$ cat config.mk
export PLATFORM = sky130hd
export DESIGN_NAME = sfd_delay_mod
export DESIGN_NICKNAME = d
export VERILOG_FILES = /design/src/hdl/stereo_feedback_delay_macros.svh /design/src/hdl/sfd_pkg.sv /design/src/hdl/sfd_delay_mod.sv
export SDC_FILE = /design/constraint.sdc
export NUM_CORES = 1
export LEC_CHECK = 0
export BUFFER_PORTS_ARGS = -buffer_cell sky130_fd_sc_hd__clkbuf_2
export CAP_MARGIN = 0
export CELL_PAD_IN_SITES_DETAIL_PLACEMENT = 2
export CELL_PAD_IN_SITES_GLOBAL_PLACEMENT = 2
export CORE_AREA = 2 2 64 66
export CTS_BUF_LIST = sky130_fd_sc_hd__clkbuf_8
export CTS_CLUSTER_SIZE = 40
export DETAILED_ROUTE_END_ITERATION = 8
export DIE_AREA = 0 0 66 68
export PLACE_DENSITY = 0.77
export SYNTH_ARGS = -nofsm -noshare
export SYNTH_HDL_FRONTEND = slang
export SYNTH_SLANG_ARGS = --single-unit
$ cat constraint.sdc
create_clock -name clk -period 1.45 [get_ports clk]
set_input_delay 0.0725 -clock clk [delete_from_list [all_inputs] [get_ports clk]]
set_output_delay 0.0725 -clock clk [all_outputs]
set_load 0.02 [all_outputs]
$ cat src/hdl/stereo_feedback_delay_macros.svh
// Assertion macros for the stereo feedback delay.
// Included by the top-level RTL file, which carries concurrent checks; no other dependencies.
`ifndef STEREO_FEEDBACK_DELAY_MACROS_SVH
`define STEREO_FEEDBACK_DELAY_MACROS_SVH
`ifndef SYNTHESIS
// same-cycle implication
`define SFD_ASSERT_IMP(lbl, clk, rst_n, ante, cons) \
    lbl: assert property (@(posedge clk) disable iff (!rst_n) (ante) |-> (cons)) \
        else $error("sfd same-cycle check failed");
// next-cycle implication
`define SFD_ASSERT_NXT(lbl, clk, rst_n, ante, cons) \
    lbl: assert property (@(posedge clk) disable iff (!rst_n) (ante) |=> (cons)) \
        else $error("sfd next-cycle check failed");
`else
`define SFD_ASSERT_IMP(lbl, clk, rst_n, ante, cons)
`define SFD_ASSERT_NXT(lbl, clk, rst_n, ante, cons)
`endif
`endif

$ cat src/hdl/sfd_pkg.sv
// Shared types, constants and arithmetic helpers for the stereo feedback delay.
// No dependencies; used by the interfaces and the RTL modules of the block.
package sfd_pkg;

    localparam int SAMPLE_W  = 16;
    localparam int DELAY_W   = 17;
    localparam int GAIN_W    = 16;
    localparam int CFG_IDX_W = 3;
    localparam int OPND_W    = 19;
    localparam int PROD_W    = 36;
    localparam int RND_W     = 21;

    localparam int DELAY_RESET = 24000;
    localparam logic [GAIN_W-1:0] DRY_RESET  = 16'd32768;
    localparam logic [GAIN_W-1:0] WET_RESET  = 16'd16384;
    localparam logic [GAIN_W-1:0] FB_RESET   = 16'd6554;
    localparam logic [GAIN_W-1:0] OG_RESET   = 16'd10362;

    localparam logic [CFG_IDX_W-1:0] CFG_DELAY  = 3'd0;
    localparam logic [CFG_IDX_W-1:0] CFG_DRY    = 3'd1;
    localparam logic [CFG_IDX_W-1:0] CFG_WET    = 3'd2;
    localparam logic [CFG_IDX_W-1:0] CFG_FB     = 3'd3;
    localparam logic [CFG_IDX_W-1:0] CFG_OUTG   = 3'd4;

    typedef enum logic [5:0] {
        S_IDLE  = 6'b000001,
        S_WET   = 6'b000010,
        S_DRY   = 6'b000100,
        S_FB    = 6'b001000,
        S_OGAIN = 6'b010000,
        S_DONE  = 6'b100000
    } state_t;

    // per-cycle strobes from the sequencer to both channel datapaths
    typedef struct packed {
        logic load_in;
        logic mul_wet;
        logic mul_dry;
        logic mul_fb;
        logic mul_out;
        logic load_out;
    } chan_ctrl_t;

    // floor((x + 2^14) / 2^15)
    function automatic logic signed [RND_W-1:0] round_q15(input logic signed [PROD_W-1:0] x);
        logic signed [PROD_W-1:0] t;
        t = x + 36'sd16384;
        return t[PROD_W-1:15];
    endfunction

    function automatic logic signed [SAMPLE_W-1:0] sat16(input logic signed [RND_W-1:0] x);
        logic signed [SAMPLE_W-1:0] r;
        if (x > 21'sd32767)
            r = 16'sh7fff;
        else if (x < -21'sd32768)
            r = 16'sh8000;
        else
            r = x[SAMPLE_W-1:0];
        return r;
    endfunction

endpackage

$ cat src/hdl/sfd_delay_mod.sv
// Reduction of the delay register modulo the store depth by reciprocal multiplication.
// Depends on sfd_pkg; the quotient is registered first, then the remainder from it.
module sfd_delay_mod #(
    parameter int STORE_DEPTH = 131072,
    localparam int AW = $clog2(STORE_DEPTH)
) (
    input  logic                         clk,
    input  logic                         rst_n,
    input  logic                         start,
    input  logic [sfd_pkg::DELAY_W-1:0]  value,
    output logic                         busy,
    output logic [AW-1:0]                result
);

    localparam int AW1 = AW + 1;
    localparam int NW  = sfd_pkg::DELAY_W;
    localparam int MW  = NW + 2;
    localparam int QW  = NW + AW1;
    localparam int SH  = NW + AW;
    // ceil(2^SH / depth): the quotient is exact for every NW-bit value
    localparam longint unsigned RECIP_L =
        ((64'd1 << SH) + 64'(STORE_DEPTH) - 64'd1) / 64'(STORE_DEPTH);
    localparam logic [MW-1:0]  RECIP     = MW'(RECIP_L);
    localparam logic [AW1-1:0] DEPTH_W   = AW1'(STORE_DEPTH);
    localparam logic [AW-1:0]  RESET_MOD = AW'(sfd_pkg::DELAY_RESET % STORE_DEPTH);

    logic                 busy_reg, busy_next;
    logic [NW-1:0]        val_reg, val_next;
    logic [NW-1:0]        quot_reg, quot_next;
    logic [AW-1:0]        rem_reg, rem_next;
    logic [NW+MW-1:0]     prod_full;
    logic [QW-1:0]        qd_full;
    logic [QW-1:0]        rem_full;

    assign prod_full = value * RECIP;
    assign qd_full   = quot_reg * DEPTH_W;
    assign rem_full  = QW'(val_reg) - qd_full;

    always_comb
    begin
        busy_next = 1'b0;
        val_next  = val_reg;
        quot_next = quot_reg;
        rem_next  = rem_reg;
        if (start)
        begin
            busy_next = 1'b1;
            val_next  = value;
            quot_next = NW'(prod_full >> SH);
        end
        else if (busy_reg)
        begin
            rem_next = rem_full[AW-1:0];
        end
    end

    always_ff @(posedge clk or negedge rst_n)
    begin
        if (!rst_n)
        begin
            busy_reg <= 1'b0;
            val_reg  <= '0;
            quot_reg <= '0;
            rem_reg  <= RESET_MOD;
        end
        else
        begin
            busy_reg <= busy_next;
            val_reg  <= val_next;
            quot_reg <= quot_next;
            rem_reg  <= rem_next;
        end
    end

    assign busy   = busy_reg;
    assign result = rem_reg;

endmodule

* After elaboration in Yosys (flattened, before gate mapping)
Index checks and enable logic that the tools add are counted.
Storage, ports and cells: register bits after elaboration 35, word-level logic and storage cells 6
Cells by class: muxes and demuxes 1, reductions and logical operators 1, bitwise logic cells 1
Operator list (number):
- $reduce_and 2->1 | 1
- $mux 1 | 1
- $not 1->1 | 1

* Depth between registers and ports, before layout
word-level depth 2, depth in mapped cells 5

* Worst setup path after synthesis
Ideal clock, no wire load.
kind reg-to-reg, start point reg busy_reg, in the netlist busy, end point reg rem_reg[13], in the netlist result[13], setup time 0.125 ns, path slack 0.216 ns, arrival time 1.109 ns, stages on the path, launching flop included 5, buffers on the path 2, path through dfrtp_1 > nand2b_4 > buf_6 > buf_12 > mux2_4
On the way: word-level cells in the longest chain between the ends 1
RTL lines:
- start: declaration | line sfd_delay_mod.sv:27 | logic busy_reg, busy_next;
- start signal: assignment | line sfd_delay_mod.sv:68 | busy_reg <= busy_next;
- $reduce_and 2->1 (no line)
- end signal: assignment | line sfd_delay_mod.sv:71 | rem_reg <= rem_next;
- end: declaration | line sfd_delay_mod.sv:30 | logic [AW-1:0] rem_reg, rem_next;
Every way passes these cells. A chain may end at the register's enable or synchronous reset.

* Final worst setup path
start point reg busy_reg, in the netlist busy, end point reg rem_reg[2], in the netlist result[2]
Same word-level chain as after synthesis.

==> flow_summary.toml <==
[clock_network]
cts-root-buf = "clkbuf_8"
clock_latency_ns = 0.28
clock_path_buffers = 2
post_cts_buffers = 0
cts.clk_slew.worst_paths_ns = 0.06
h-tree-depth = 2
clock-sinks = 35
post_cts_resize_count = 0
cts_tree = "yes"
cts_made_buffers = 5

[synthesis]
yosysWarnings = 0
yosys.area.top_type = "dfrtp_1"
ys_seq_area_share_pct = 64.74
ys_seq_elements = 35
synth_nets = 94
yosysTopAreaCellShare_pct = 51.28
synth_area_um2 = 1366
syn-instance-count = 74
synth_area_per_cell_um2 = 18.46
synth_area_leaders = "dfrtp_1, mux2_2, dfstp_2"
ys_types = 8

[global_route]
antenna_found_initial = 0
grt_max_degree = 36
first_global_vias = 883
grt_overflow_total = 0
grt_first_pass_wirelength_um = 4264
grtUsageTotal_pct = 13.29

[timing]
final-max-slew-violation-count = 0
setup_viol = 0
layout_worst_path_cycle_share_pct = 81.09
report.final.hold_viol_count = 0
worstMarginPinSlew_ns = 0.4490
final.setup.worst_slack_ns = 0.2742
rsz0062_at_grt = "no"
fmax_mhz = 850.5
tns_ns = 0
period_needed_ns = 1.176
relSlewSlack_pct = 70.07
fin_skew_ns = 0.005099

[placed_design]
place_ws_ns = 0.2682
dp_cells = 159
numPortBuffers = 37
dp_hpwl_um = 1789
place_congestion = 0.6485

[critical_path]
worstPathMaxFanout = 17
crit_arrival_ns = 1.34
endpoint_kind = "flop"
crit_type = "flop to flop"
crit_required_ns = 1.62
critPathLaunchType = "flop"

[final_layout]
final_cell_mix = "clkbuf_2, dfrtp_1, mux2_2, mux2_4, dfstp_2"
multi_input_area_um2 = 434.2
layout-drive-gt1-share_pct = 73.73
nFillCells = 403
diodes = 0
layout.area.seq_um2 = 884.6
final_common_cell = "clkbuf_2"
fin_cells = 168
finalNetCount = 137
syn_to_final_growth_pct = 22.44

[drt]
drc_errors = 0
drt_first_pass_iters = 3
vias_per_cell = 4.542
drtIter0Drc = 16
wl_per_cell_um = 15.23
ant_nets = 0
vias = 763
drt_wl_total_um = 2558

[floorplan]
rows = 23
boundaryPins = 38
core_um2 = 3856
dieArea_um2 = 4488
die_w_um = 66
start_util_pct = 35.43
die_h_um = 68

[status]
status = "finished, final reports clean"

[power]
sw_frac_of_total_pct = 27.37
max-vdd-ir-drop_mv = 0.5954
p_int_uw = 1703
seq_power_share_pct = 52.3
clkPwrFrac_pct = 27.4
p_switching_uw = 641.5
p_per_area_nw_per_um2 = 1401
combPwrFrac_pct = 20.3
p_leak_uw = 0.0008138
p_total_uw = 2344

[flow_run]
max_cap_viol_count = 0

[hold_path]
holdCritPathClass = "input port to flop"
power by group through the flow:
stage          sequential [uW]  combinational [uW]  clock [uW]
4_1_cts                   1230                 487         690
2_1_floorplan             1350                 200           0
5_1_grt                   1250                 515         723
6_report                  1230                 476         642
3_5_place_dp              1250                 484           0
3_3_place_gp              1240                 464           0
final timing paths:
check / start / endpoint / slack (ns) / depth (start not counted)
min in group asynchronous: rst_n / val_reg[7]$_DFFE_PN0P_ / 0.37 / 3
max reg2reg: busy$_DFF_PN0_ / result[2]$_DFFE_PN0P_ / 0.27 / 2
max: busy$_DFF_PN0_ / result[2]$_DFFE_PN0P_ / 0.27 / 2
min reg2reg: val_reg[16]$_DFFE_PN0P_ / result[16]$_DFFE_PN0P_ / 0.50 / 1
max in group asynchronous: rst_n / result[14]$_DFFE_PN1P_ / 0.73 / 3
min: value[4] / val_reg[4]$_DFFE_PN0P_ / 0.02 / 2
metrics by stage:
step / area [um2] / util, % / hold slack (ns)
floorplan: 1366 / - / -0.2231
global placement: 1582 / 41.01 / 0.1218
detailed placement: 1582 / 41.01 / 0.1433
CTS: 1673 / 43.38 / 0.002086
global route: 1673 / 43.38 / 0.009874
finish: 1673 / 43.38 / 0.02148
cells by family (layout without fill, tap and decap cells):
family	Yosys count	count (layout)	share of synthesized area [%]
flops	35	35	64.74
mux	34	34	30.77
buf+inv	4	48	3.479
simple gates	1	1	1.007
layout make-up:
cell class                      count  share of cell area (%)
Clock buffer                        5                   4.114
Clock inverter                      3                  0.7479
Multi-Input combinational cell     35                   25.95
Sequential cell                    35                   52.88
Tap cell                           50                   3.740
Timing Repair Buffer               40                   12.57
critical path, cell delays in order, from the launching register on:
cell and delay, ns:
dfrtp_1 0.40, nand2b_4 0.28, mux2_2 0.38
cell usage after synthesis, drive strengths merged:
cell type	number
buf	4
mux2	34
dfstp	7
nand2b	1
dfrtp	28
repair_timing:
| action | 4_1_cts | 5_1_grt |
|---|---|---|
| setup endpoints to repair | 0 | 0 |
| hold buffers | 1 | 0 |
| hold endpoints to repair | 28 | 0 |
metal layers:
metal,part of all wire (%),global-route usage (%)
met2,52,21.97
met5,0,0
met3,7.7,5.757
met1,39,15.26
met4,2.1,5.357
(Power assumes the default switching activity.)
